===== src/scds_pkg.sv =====
package scds_pkg;

  localparam int unsigned PclkW   = 31;
  localparam int unsigned RateW   = 32;
  localparam int unsigned StepW   = 40;  // (rate+1)*prescale < 2^40
  localparam int unsigned AccW    = 48;  // step*(scr+1) < 2^48

  localparam logic [RateW-1:0] TargetReset = 32'd2000000;
  localparam logic [7:0] PrescaleMin  = 8'd2;
  localparam logic [7:0] PrescaleMax  = 8'd254;
  localparam logic [7:0] ScrMax       = 8'd255;
  localparam logic [7:0] DefPrescale  = 8'd2;
  localparam logic [7:0] DefScr       = 8'd39;

  typedef enum logic [0:0] {
    ST_IDLE,
    ST_SEARCH
  } state_e;

endpackage


===== src/spi_clock_divisor_search.sv =====
// One candidate compare per cycle through a single shared 48-bit adder; a found result
// waits in the search unit until the output register is free.
// Throughput: one item at a time; input ready only while the search unit is idle.
// A finished result is held in an output register until taken; a new item may be
// accepted while it waits. Reset: asynchronous active low, target_rate = 2000000.
module spi_clock_divisor_search (
  input  logic        clk_i,
  input  logic        rst_ni,
  input  logic        cfg_we_i,
  input  logic [31:0] cfg_data_i,
  input  logic        in_valid_i,
  output logic        in_ready_o,
  input  logic [30:0] pclk_i,
  output logic        out_valid_o,
  input  logic        out_ready_i,
  output logic [7:0]  prescale_o,
  output logic [7:0]  scr_o,
  output logic        used_default_o
);

  scds_pkg::state_e state_q, state_d;

  logic [scds_pkg::RateW-1:0] target_q;
  logic [scds_pkg::PclkW-1:0] pclk_q, pclk_d;
  logic [7:0]                 ps_q, ps_d;
  logic [7:0]                 scr_q, scr_d;
  logic [scds_pkg::StepW-1:0] step_q, step_d;
  logic [scds_pkg::AccW-1:0]  acc_q, acc_d;

  logic       out_valid_q, out_valid_d;
  logic [7:0] out_ps_q, out_ps_d;
  logic [7:0] out_scr_q, out_scr_d;
  logic       out_def_q, out_def_d;

  logic [scds_pkg::RateW:0]   rate_p1;
  logic [scds_pkg::StepW-1:0] rate_x2;
  logic [scds_pkg::AccW-1:0]  add_a, add_b, add_sum;
  logic                       hit, last_scr, last_ps, out_free, in_fire;

  assign rate_p1  = {1'b0, target_q} + {{scds_pkg::RateW{1'b0}}, 1'b1};
  assign rate_x2  = {{(scds_pkg::StepW-scds_pkg::RateW-2){1'b0}}, rate_p1, 1'b0};
  assign hit      = {{(scds_pkg::AccW-scds_pkg::PclkW){1'b0}}, pclk_q} < acc_q;
  assign last_scr = (scr_q == scds_pkg::ScrMax);
  assign last_ps  = (ps_q == scds_pkg::PrescaleMax);
  assign out_free = !out_valid_q || out_ready_i;
  assign in_ready_o = (state_q == scds_pkg::ST_IDLE);
  assign in_fire  = in_valid_i && in_ready_o;

  // shared adder: next scr adds step to acc, next prescale adds 2*(rate+1) to step
  always_comb begin
    if (last_scr) begin
      add_a = {{(scds_pkg::AccW-scds_pkg::StepW){1'b0}}, step_q};
      add_b = {{(scds_pkg::AccW-scds_pkg::StepW){1'b0}}, rate_x2};
    end else begin
      add_a = acc_q;
      add_b = {{(scds_pkg::AccW-scds_pkg::StepW){1'b0}}, step_q};
    end
  end
  assign add_sum = add_a + add_b;

  always_comb begin
    state_d     = state_q;
    pclk_d      = pclk_q;
    ps_d        = ps_q;
    scr_d       = scr_q;
    step_d      = step_q;
    acc_d       = acc_q;
    out_valid_d = out_valid_q && !out_ready_i;
    out_ps_d    = out_ps_q;
    out_scr_d   = out_scr_q;
    out_def_d   = out_def_q;

    unique case (state_q)
      scds_pkg::ST_IDLE: begin
        if (in_fire) begin
          pclk_d  = pclk_i;
          ps_d    = scds_pkg::PrescaleMin;
          scr_d   = 8'd0;
          step_d  = rate_x2;
          acc_d   = {{(scds_pkg::AccW-scds_pkg::StepW){1'b0}}, rate_x2};
          state_d = scds_pkg::ST_SEARCH;
        end
      end
      scds_pkg::ST_SEARCH: begin
        if (hit || (last_ps && last_scr)) begin
          // hold the candidate until the output register frees up
          if (out_free) begin
            out_valid_d = 1'b1;
            out_ps_d    = hit ? ps_q  : scds_pkg::DefPrescale;
            out_scr_d   = hit ? scr_q : scds_pkg::DefScr;
            out_def_d   = !hit;
            state_d     = scds_pkg::ST_IDLE;
          end
        end else if (last_scr) begin
          ps_d   = ps_q + 8'd2;
          scr_d  = 8'd0;
          step_d = add_sum[scds_pkg::StepW-1:0];
          acc_d  = add_sum;
        end else begin
          scr_d = scr_q + 8'd1;
          acc_d = add_sum;
        end
      end
      default: state_d = scds_pkg::ST_IDLE;
    endcase
  end

  always_ff @(posedge clk_i or negedge rst_ni) begin
    if (!rst_ni) begin
      state_q     <= scds_pkg::ST_IDLE;
      target_q    <= scds_pkg::TargetReset;
      out_valid_q <= 1'b0;
    end else begin
      state_q     <= state_d;
      out_valid_q <= out_valid_d;
      if (cfg_we_i) begin
        target_q <= cfg_data_i;
      end
    end
  end

  always_ff @(posedge clk_i) begin
    pclk_q    <= pclk_d;
    ps_q      <= ps_d;
    scr_q     <= scr_d;
    step_q    <= step_d;
    acc_q     <= acc_d;
    out_ps_q  <= out_ps_d;
    out_scr_q <= out_scr_d;
    out_def_q <= out_def_d;
  end

  assign out_valid_o    = out_valid_q;
  assign prescale_o     = out_ps_q;
  assign scr_o          = out_scr_q;
  assign used_default_o = out_def_q;

endmodule


===== config.mk =====
export PLATFORM = sky130hd
export DESIGN_NAME = spi_clock_divisor_search
export DESIGN_NICKNAME = d
export VERILOG_FILES = /design/src/scds_pkg.sv /design/src/spi_clock_divisor_search.sv
export SDC_FILE = /design/constraint.sdc
export NUM_CORES = 1
export LEC_CHECK = 0
export ABC_AREA = 1
export BUFFER_PORTS_ARGS = -buffer_cell sky130_fd_sc_hd__buf_2
export CAP_MARGIN = 10
export CORE_MARGIN = 5
export CORE_UTILIZATION = 43
export CTS_CLUSTER_DIAMETER = 120
export DETAILED_ROUTE_END_ITERATION = 8
export SETUP_SLACK_MARGIN = 0.02
export SYNTH_ARGS = -nofsm -noshare
export SYNTH_HDL_FRONTEND = slang
export SYNTH_SLANG_ARGS = --single-unit

===== constraint.sdc =====
create_clock -name clk_i -period 3.7 [get_ports clk_i]
set_input_delay 0.185 -clock clk_i [delete_from_list [all_inputs] [get_ports clk_i]]
set_output_delay 0.185 -clock clk_i [all_outputs]
set_load 0.01 [all_outputs]

== Word level (Yosys, flattened, before mapping) ==
Cells that the tools add are included.
Widths: inputs -> output; s select.

* Input bits: 68
* Register bits: 186
* Logic and storage cells: 58
* Output and inout port bits: 19

* $add $sub $neg: 4
* $lt $le $gt $ge: 1
* Bitwise logic cells: 1
* Eq/ne operators: 5
* Reduce and logical (&&, ||, !) cells: 12
* Mux-type cells: 24

{| class="wikitable"
|+ Operators by type and width
! kind !! number
|-
| $mux 40 || 4
|-
| $mux 48 || 3
|-
| $pmux 48 s2 || 1
|-
| $pmux 40 s2 || 1
|-
| $add 48x48->48 || 1
|-
| $lt 31x48->1 || 1
|-
| $mux 8 || 6
|-
| $add 32x1->33 const B || 1
|-
| $pmux 8 s2 || 2
|-
| $eq 8x8->1 const B || 2
|-
| $add 8x1->8 const B || 1
|-
| $add 8x2->8 const B || 1
|-
| $mux 1 || 6
|-
| $reduce_and 3->1 || 2
|-
| $ne 2x1->1 const B || 2
|-
| $reduce_and 2->1 || 2
|-
| $logic_and 1x1->1 || 3
|-
| $logic_not 1->1 || 3
|-
| $logic_or 1x1->1 || 2
|-
| $ne 2x2->1 const B || 1
|-
| $pmux 1 s2 || 1
|-
| $not 1->1 || 1
|}

== Longest topological paths before layout ==
Gate-level depths: netlist of run 1.

* Depth in word-level cells: 6
* Mapped depth: 24
* Mapped depth without buffers: 24

== Worst setup path after synthesis of run 1 ==
OpenSTA, ideal clock, no wires.

* Path kind: register to register
* Start point: reg pclk_q[23] in the netlist's numbering
* End point: reg ps_q[1], enable pin
* Clock period less this slack: 4026 ps
* Library setup time: 461 ps
* Cell stages (with the launch flop): 10
* Setup slack: -326 ps
* Data required time: 3239 ps
* Data arrival time: 3564 ps
* Path buffers: 0
* Path through: edfxtp_1 ha_1 nand2_1 nor2_1 nand4_1 nor3_1 nand2_1 nand2_1 nand3_1 o21bai_1

* Longest elaborated chain between the ends: 4

{| class="wikitable"
|+ RTL lines
! what !! RTL line !! text
|-
| start: declaration || spi_clock_divisor_search.sv:24 || <nowiki>logic [scds_pkg::PclkW-1:0] pclk_q, pclk_d;</nowiki>
|-
| start signal: assignment || spi_clock_divisor_search.sv:123 || <nowiki>pclk_q <= pclk_d;</nowiki>
|-
| $lt 31x48->1 || spi_clock_divisor_search.sv:42 || <nowiki>assign hit = {{(scds_pkg::AccW-scds_pkg::PclkW){1'b0}}, pclk_q} < acc_q;</nowiki>
|-
| $logic_or 1x1->1 || spi_clock_divisor_search.sv:85 || <nowiki>if (hit || (last_ps && last_scr)) begin</nowiki>
|-
| $ne 2x2->1 (no source line) || -- ||
|-
| $reduce_and 3->1 (no source line) || -- ||
|-
| end signal: assignment || spi_clock_divisor_search.sv:124 || <nowiki>ps_q <= ps_d;</nowiki>
|-
| end: declaration || spi_clock_divisor_search.sv:25 || <nowiki>logic [7:0] ps_q, ps_d;</nowiki>
|}

No other way between the ends.
A chain may end at the register's enable or synchronous reset.

== Worst setup path after layout of run 1 ==
* Start point: reg target_q[15] in the netlist's numbering
* End point: reg acc_q[46] in the netlist's numbering (data pin)

* Longest elaborated chain between the ends: 5

{| class="wikitable"
|+ RTL lines
! what !! RTL line !! text
|-
| start: declaration || spi_clock_divisor_search.sv:23 || <nowiki>logic [scds_pkg::RateW-1:0] target_q;</nowiki>
|-
| start signal: assignment || spi_clock_divisor_search.sv:111 || <nowiki>target_q <= scds_pkg::TargetReset;</nowiki>
|-
| start signal: assignment || spi_clock_divisor_search.sv:117 || <nowiki>target_q <= cfg_data_i;</nowiki>
|-
| $add 32x1->33 || spi_clock_divisor_search.sv:40 || <nowiki>assign rate_p1 = {1'b0, target_q} + {{scds_pkg::RateW{1'b0}}, 1'b1};</nowiki>
|-
| $mux 40 || spi_clock_divisor_search.sv:51 || <nowiki>if (last_scr) begin</nowiki>
|-
| $add 48x48->48 || spi_clock_divisor_search.sv:59 || <nowiki>assign add_sum = add_a + add_b;</nowiki>
|-
| $mux 48 || spi_clock_divisor_search.sv:85 ||
|-
| $pmux 48 s2 || spi_clock_divisor_search.sv:73 || <nowiki>unique case (state_q)</nowiki>
|-
| end signal: assignment || spi_clock_divisor_search.sv:127 || <nowiki>acc_q <= acc_d;</nowiki>
|-
| end: declaration || spi_clock_divisor_search.sv:28 || <nowiki>logic [scds_pkg::AccW-1:0] acc_q, acc_d;</nowiki>
|}

No other way between the ends. The select of a mux whose other input is x is not followed.

==> results.py, run 1 <==
metrics = {
    "grt": {
        "grt_max_degree": 62,
        "grt-ovfl-total": 0,
        "antenna_found_initial": 0,
        "grt_pass1_wl_um": 56400,
        "grt_pass1_vias": 10500,
        "grt_use_total_pct": 23.0,
    },
    "final_layout": {
        "antenna_cells": 0,
        "utilization_pct": 54.9,
        "nNetsFinal": 1935,
        "n_fill_cell": 2624,
        "multi_input_area_um2": 6400,
        "seq_area_um2": 5360,
        "layout-drive-gt1-share_pct": 18.9,
        "stdcell_area_um2": 15400,
        "area_growth_pct": 25.1,
    },
    "die": {
        "die_w_um": 179,
        "rows": 61,
        "core_region_area_um2": 28000,
        "die_area_um2": 32100,
        "die_height_um": 179,
        "io_pins": 87,
        "initial_utilization_pct": 43.9,
    },
    "power_and_ir_drop": {
        "seq_power_share_pct": 36.4,
        "leakage_nw": 6.97,
        "internal_power_w": 0.00473,
        "power_density_nw_per_um2": 499,
        "totalPowerFinal_w": 0.00767,
        "ir_drop_v": 0.000350,
        "clockPowerShare_pct": 24.1,
        "combPwrFrac_pct": 39.5,
        "sw_frac_of_total_pct": 38.4,
        "p_sw_w": 0.00294,
    },
    "synthesis": {
        "syn_nets": 1718,
        "yosys.area.top_type": "edfxtp_1",
        "synth.most_common_cell": "nand2_1",
        "synth_compound_area_share_pct": 12.2,
        "synthTopCellsByArea": "edfxtp_1 (37%), nand2_1 (14%), ha_1 (7.4%), inv_1 (6.2%), o21ai_0 (6.0%)",
        "async_flop_share_pct": 18.5,
        "synth_fa_ha_area_share_pct": 7.60,
        "synth_edf_count": 150,
        "yosysWarnings": 0,
        "avgSynthCellArea_um2": 7.80,
        "netlist_area_um2": 12300,
        "synth_top_family_by_area": "simple AND/OR/NAND/NOR gates",
        "netlist.area_leader.share_pct": 36.7,
        "synthTopCellsByCount": "nand2_1 (445), inv_1 (203), nor2_1 (153), edfxtp_1 (150), o21ai_0 (148)",
        "synth_cell_types": 48,
        "ys_seq_elements": 184,
        "seq_area_frac_synth_pct": 43.7,
        "synth-simple-area-share_pct": 26.6,
        "synth_ff_type": "edfxtp_1",
        "synth_mux_area_share_pct": 0.356,
        "synthCells": 1576,
        "synthXorXnorAreaFrac_pct": 2.00,
    },
    "timing": {
        "fin_skew_ns": 0.0164,
        "relSlewSlack_pct": 44.5,
        "post-route-period-util_pct": 94.6,
        "finalSetupViolCount": 0,
        "max_freq_mhz": 286,
        "whs_ns": 0.0421,
        "drv_slew": 0,
        "worst_pin_slew_ns": 0.833,
        "setup_slack_ns": 0.199,
        "rsz0062_at_grt": "true",
        "period_needed_ns": 3.50,
        "hold_violations": 0,
    },
    "setup_path": {
        "cp_max_fo": 6,
        "path_class": "reg -> reg",
        "setup.worst_path.start_class": "flip-flop",
        "cp.arrival_ns": 3.71,
        "end_kind": "flip-flop",
        "required_ns": 3.91,
    },
    "drt": {
        "vias": 11200,
        "drtIter0Drc": 750,
        "drcViolationCount": 0,
        "drtAntennaViolNets": 0,
        "wl_um": 36600,
        "via_per_inst": 5.11,
        "first_pass_iters": 5,
        "wl_per_cell_um": 16.8,
    },
    "place": {
        "pre_cts_slack_ns": -0.0516,
        "place_congestion": 0.936,
        "port_buffers": 85,
        "dpl-instance-area_um2": 13600,
        "dp_hpwl_um": 28000,
    },
    "cts": {
        "htree_levels": 4,
        "clk_latency_ns": 0.45,
        "clockBufferDepth": 2,
        "root_buffer": "clkbuf_16",
        "cts_sinks": 184,
        "path_clk_slew_ns": 0.07,
        "cts_tree": "yes",
        "cts_made_buffers": 17,
    },
    "status": {
        "status": "complete, no violations",
    },
    "flow_run": {
        "max_cap_viol_count": 0,
    },
    "worst_hold_path": {
        "hold_class": "in -> reg",
    },
}
final cells by class:
cell class / count / area share [%]
clock inverters: 14 / 1.07
inverters: 207 / 5.07
repair buffers: 234 / 11.5
multi-input cells: 1149 / 41.6
well taps: 378 / 3.08
clock buffers: 18 / 2.79
flip-flops and latches: 184 / 34.9
critical path, stage by stage (launching register included):
cell and delay (ns):
dfstp_2 0.52, inv_1 0.12, nor3_4 0.33, nand2_1 0.11
nor3_1 0.22, nand3_1 0.15, nand3_1 0.15, o21ai_0 0.10
ha_1 0.39, nand2_1 0.17, nor2_4 0.17, nand2_2 0.13
nor3_1 0.15, nand2_1 0.16, nand2_2 0.14, nand2_1 0.07
a21oi_1 0.12, nor2_1 0.06
kinds of logic after synthesis:
logic type | Yosys count
muxes | 4
other | 1
and+or+nand+nor | 758
DFF | 184
buffers and inverters | 243
AOI/OAI and AO/OA | 284
adders and majority gates | 74
xor gates and xnor gates | 28
cell usage in the layout, fill, tap and decap left out, types with 5 or more instances in the layout:
cell and n:
a21o_1 5, a21oi_1 66, a21oi_2 16, a31oi_1 5
buf_2 85, buf_4 80, clkbuf_16 18, clkinv_4 6
dfrtp_1 27, dfstp_2 7, dlygate4sd3_1 65, edfxtp_1 150
ha_1 68, inv_1 203, nand2_1 419, nand2_2 29
nand2_4 5, nand3_1 81, nand3_2 9, nand4_1 7
nor2_1 133, nor2_2 17, nor2_4 11, nor3_1 22
nor4_1 5, o21a_1 5, o21ai_0 132, o21ai_1 25
o21ai_2 12, o22ai_1 6, xnor2_1 7, xor2_1 19
per-stage QoR:
stage / instances / setup TNS (ns)
CTS: 2174 / 0
global route: 2184 / -0.0680
detailed placement: 2077 / -0.0516
global placement: 2077 / -0.0577
finish: 2184 / 0
floorplan: 1576 / 0
metal layers:
metal	track usage [%]	share of wire, %	wire length, µm	vias to the layer above
met5	0	0	0	-
met4	6.94	2.2	810	0
met3	2.91	5.7	2090	45
met2	35.1	42	15500	327
met1	34.3	50	18200	5135
li1	-	-	-	5655
power groups by stage:
stage | clock network, W | logic, W | registers [W]
detailed placement | 0 | 0.00268 | 0.00283
CTS | 0.00188 | 0.00276 | 0.00279
floorplan | 0 | 0.00172 | 0.00280
global placement | 0 | 0.00267 | 0.00283
global route | 0.00198 | 0.00336 | 0.00282
finish | 0.00185 | 0.00303 | 0.00279
path summary, 6_finish.rpt:
| path | from | to | slack (ns) | cells after the start |
|---|---|---|---|---|
| max | target_q[15] | acc_q[46] | 0.20 | 17 |
| min | in_valid_i | state_q | 0.04 | 3 |
| max reg2reg | target_q[15] | acc_q[46] | 0.20 | 17 |
| min reg2reg | target_q[17] | target_q[17] | 0.55 | 2 |
| max in group asynchronous | rst_ni | target_q[12] | 2.80 | 2 |
| min in group asynchronous | rst_ni | target_q[30] | 0.38 | 2 |
flip-flops by register name, summed over array words and instances (netlist names):
register        flops
target_q           32
out_valid_o         1
ps_q                7
scr_o               8
state_q             1
prescale_o          7
scr_q               8
used_default_o      1
pclk_q             31
step_q             40
acc_q              48
timing repair:
action                                  CTS  global route
gates cloned                              0             1
hold endpoints to repair                 91             0
pin swaps                                 0            21
gates resized for setup                   3           117
endpoints found under the setup margin    9            56
hold buffers                             65             0
setup buffers                             0             9
No activity file was read; power rests on OpenSTA's default activity.
==> run 2, diff against run 1 <==
--- a/config.mk
+++ b/config.mk
@@ -5,7 +5,6 @@
 export SDC_FILE = /design/constraint.sdc
 export NUM_CORES = 1
 export LEC_CHECK = 0
-export ABC_AREA = 1
 export BUFFER_PORTS_ARGS = -buffer_cell sky130_fd_sc_hd__buf_2
 export CAP_MARGIN = 10
 export CORE_MARGIN = 5
==> results.py, run 2 <==
metrics = {
    "synthesis": {
        "avgSynthCellArea_um2": 10.1,
        "yosys.area.top_type": "edfxtp_1",
        "ys_seq_elements": 184,
        "synthTopCellsByCount": "nand2_1 (165), edfxtp_1 (150), o21ai_0 (95), nor2_1 (79), ha_1 (73)",
        "netlist.area_leader.share_pct": 40.3,
        "yosysWarnings": 0,
        "synthXorXnorAreaFrac_pct": 6.26,
        "netlist_area_um2": 11200,
        "async_flop_share_pct": 18.5,
        "syn_nets": 1255,
        "synth_edf_count": 150,
        "seq_area_frac_synth_pct": 47.9,
        "synth_top_family_by_area": "simple AND/OR/NAND/NOR gates",
        "synth.most_common_cell": "nand2_1",
        "synth-simple-area-share_pct": 15.7,
        "synthTopCellsByArea": "edfxtp_1 (40%), ha_1 (8.2%), dfrtp_1 (6.0%), nand2_1 (5.5%), o21ai_0 (4.3%)",
        "synth_fa_ha_area_share_pct": 8.34,
        "synth_mux_area_share_pct": 3.76,
        "synth_compound_area_share_pct": 14.7,
        "synth_cell_types": 68,
        "synthCells": 1113,
        "synth_ff_type": "edfxtp_1",
    },
    "place": {
        "port_buffers": 85,
        "dp.cells": 1671,
        "dp_hpwl_um": 21500,
        "dpl-instance-area_um2": 13500,
        "place_congestion": 0.877,
    },
    "grt": {
        "grt_pass1_vias": 9610,
        "grt_use_total_pct": 21.2,
        "grt-ovfl-total": 0,
        "antenna_found_initial": 0,
        "grt_pass1_wl_um": 49200,
        "grt_max_degree": 41,
    },
    "setup_path": {
        "crit_slowest_cell": "dfstp_2",
        "setup.worst_path.start_class": "flip-flop",
        "crit_buf_inv": 1,
        "required_ns": 3.86,
        "path_class": "reg -> reg",
        "end_kind": "flip-flop",
        "cp_max_fo": 4,
        "crit_start": "target_q[15]",
        "cp.arrival_ns": 4.36,
        "crit_family": "simple AND/OR/NAND/NOR gates",
        "r2r_start": "target_q[15]",
        "path_cells": "and4_4, and3_4, and4_4, and3_4, nand4_1, buf_4, nor2_4, xnor2_2, o21ai_1, ha_1, nand3_2, or3_4, or2_4, o221ai_4, a221o_1, nor2_4, o21ai_2, and4_1, nor3_1",
        "max_stage_delay_ns": 0.53,
    },
    "die": {
        "rows": 59,
        "die_height_um": 171,
        "die_w_um": 171,
        "initial_utilization_pct": 43.3,
        "die_area_um2": 29300,
        "core_region_area_um2": 25800,
        "io_pins": 87,
    },
    "timing": {
        "post-route-period-util_pct": 114,
        "drv_slew": 0,
        "max_freq_mhz": 238,
        "finalSetupViolCount": 44,
        "relSlewSlack_pct": 41.1,
        "tns_ns": -7.92,
        "fin_skew_ns": 0.0152,
        "worst_pin_slew_ns": 0.884,
        "period_needed_ns": 4.20,
        "rsz0062_at_grt": "true",
        "hold_violations": 0,
        "setup_slack_ns": -0.504,
    },
    "final_layout": {
        "nNetsFinal": 1631,
        "stdcell_area_um2": 16500,
        "area_growth_pct": 47.4,
        "final_common_cell": "buf_4",
        "antenna_cells": 0,
        "fin_cells": 1837,
        "largest_register": "acc_q",
        "largest_registers": "acc_q x48, step_q x40, target_q x32",
        "layout-drive-gt1-share_pct": 41.3,
        "layout_common_cells": "buf_4 (218), edfxtp_1 (150), nand2_1 (140)",
        "largest_reg_flops": 48,
    },
    "drt": {
        "drtAntennaViolNets": 0,
        "vias": 9821,
        "via_per_inst": 5.35,
        "wl_um": 32800,
        "drcViolationCount": 0,
        "drtIter0Drc": 550,
        "wl_per_cell_um": 17.9,
        "first_pass_iters": 5,
    },
    "cts": {
        "cts_made_buffers": 17,
        "clk_latency_ns": 0.45,
        "clockBufferDepth": 2,
        "cts_tree": "yes",
        "cts_sinks": 184,
        "htree_levels": 4,
        "path_clk_slew_ns": 0.07,
        "root_buffer": "clkbuf_16",
    },
    "worst_hold_path": {
        "hold_class": "in -> reg",
        "worstHoldStart": "in_valid_i",
    },
    "flow_run": {
        "max_cap_viol_count": 0,
    },
    "status": {
        "violations": "negative setup slack",
        "status": "finished with violations",
    },
    "power_and_ir_drop": {
        "leakage_nw": 6.88,
        "power_density_nw_per_um2": 937,
        "ir_drop_v": 0.000431,
    },
}
==> run 2: cell types whose count changed in the layout (fill, tap and decap cells not counted), sizes merged, moves of 29 or more <==
cell   change
inv      -160
a21o      +34
nand3     -66
nor2      -83
o21ai     -70
buf      +174
xnor2     +29
nand2    -287
mux2      +29
==> run 2: worst paths after layout <==
check | to | cells past startpoint | slack, ns
max | acc_q[43] | 19 | -0.50
min | state_q | 3 | 0.008
max reg2reg | acc_q[43] | 19 | -0.50
min reg2reg | target_q[31] | 1 | 0.58
max in group asynchronous | state_q | 2 | 2.74
min in group asynchronous | target_q[16] | 2 | 0.40
==> run 2: stage by stage <==
stage	total power, W	worst slack (ns)	utilization (%)	hold WS [ns]
4_1_cts	0.0140	-0.430	59.4	0.00229
3_3_place_gp	0.0112	-0.491	52.2	0.350
2_1_floorplan	0.00840	-0.273	-	-0.111
3_5_place_dp	0.0113	-0.567	52.2	0.349
5_1_grt	0.0165	-0.662	63.8	0.0234
6_report	0.0154	-0.504	63.8	0.00759
==> run 2: layout make-up <==
| cell class | count | area, µm² |
|---|---|---|
| Clock buffer | 18 | 429 |
| Clock inverter | 14 | 126 |
| Fill cell | 2038 | 9350 |
| Inverter | 41 | 156 |
| Sequential cell | 184 | 5360 |
| Multi-Input combinational cell | 838 | 6710 |
| Tap cell | 335 | 419 |
| Timing Repair Buffer | 407 | 3280 |
==> run 2: what timing repair did <==
item	in CTS	in global routing
gates resized for setup	111	187
buffers inserted	32	44
endpoints found under the hold margin	89	0
pin swaps	78	133
endpoints found under the setup margin	54	62
hold buffers	63	0
cloned	0	2
==> run 2: tightest hold or removal path, stage by stage <==
cell and delay [ns]:
buf_2 0.11, nor2_1 0.04, nor2_1 0.07
==> run 2: logic make-up (layout without fill, tap and decap cells) <==
| family | after synthesis | after routing |
|---|---|---|
| adders and majority gates | 74 | 74 |
| xor gates and xnor gates | 80 | 80 |
| AOI/OAI and AO/OA | 266 | 266 |
| DFF | 184 | 184 |
| buffers and inverters | 91 | 480 |
| other | 1 | 1 |
| muxes | 38 | 38 |
| and+or+nand+nor | 379 | 379 |
==> run 2: report_power, final <==
group / internal (W) / switching, W
Sequential: 0.00336 / 0.000333
Combinational: 0.00472 / 0.00522
Clock: 0.000893 / 0.000915
==> run 2: metal layers <==
layer	GRT usage, %	vias up	share of wire (%)	wire [µm]
li1	-	4774	-	-
met1	28.4	4750	44	14500
met2	35.4	246	49	16000
met3	3.06	51	4.4	1450
met4	7.06	0	2.7	896
met5	0	-	0	0
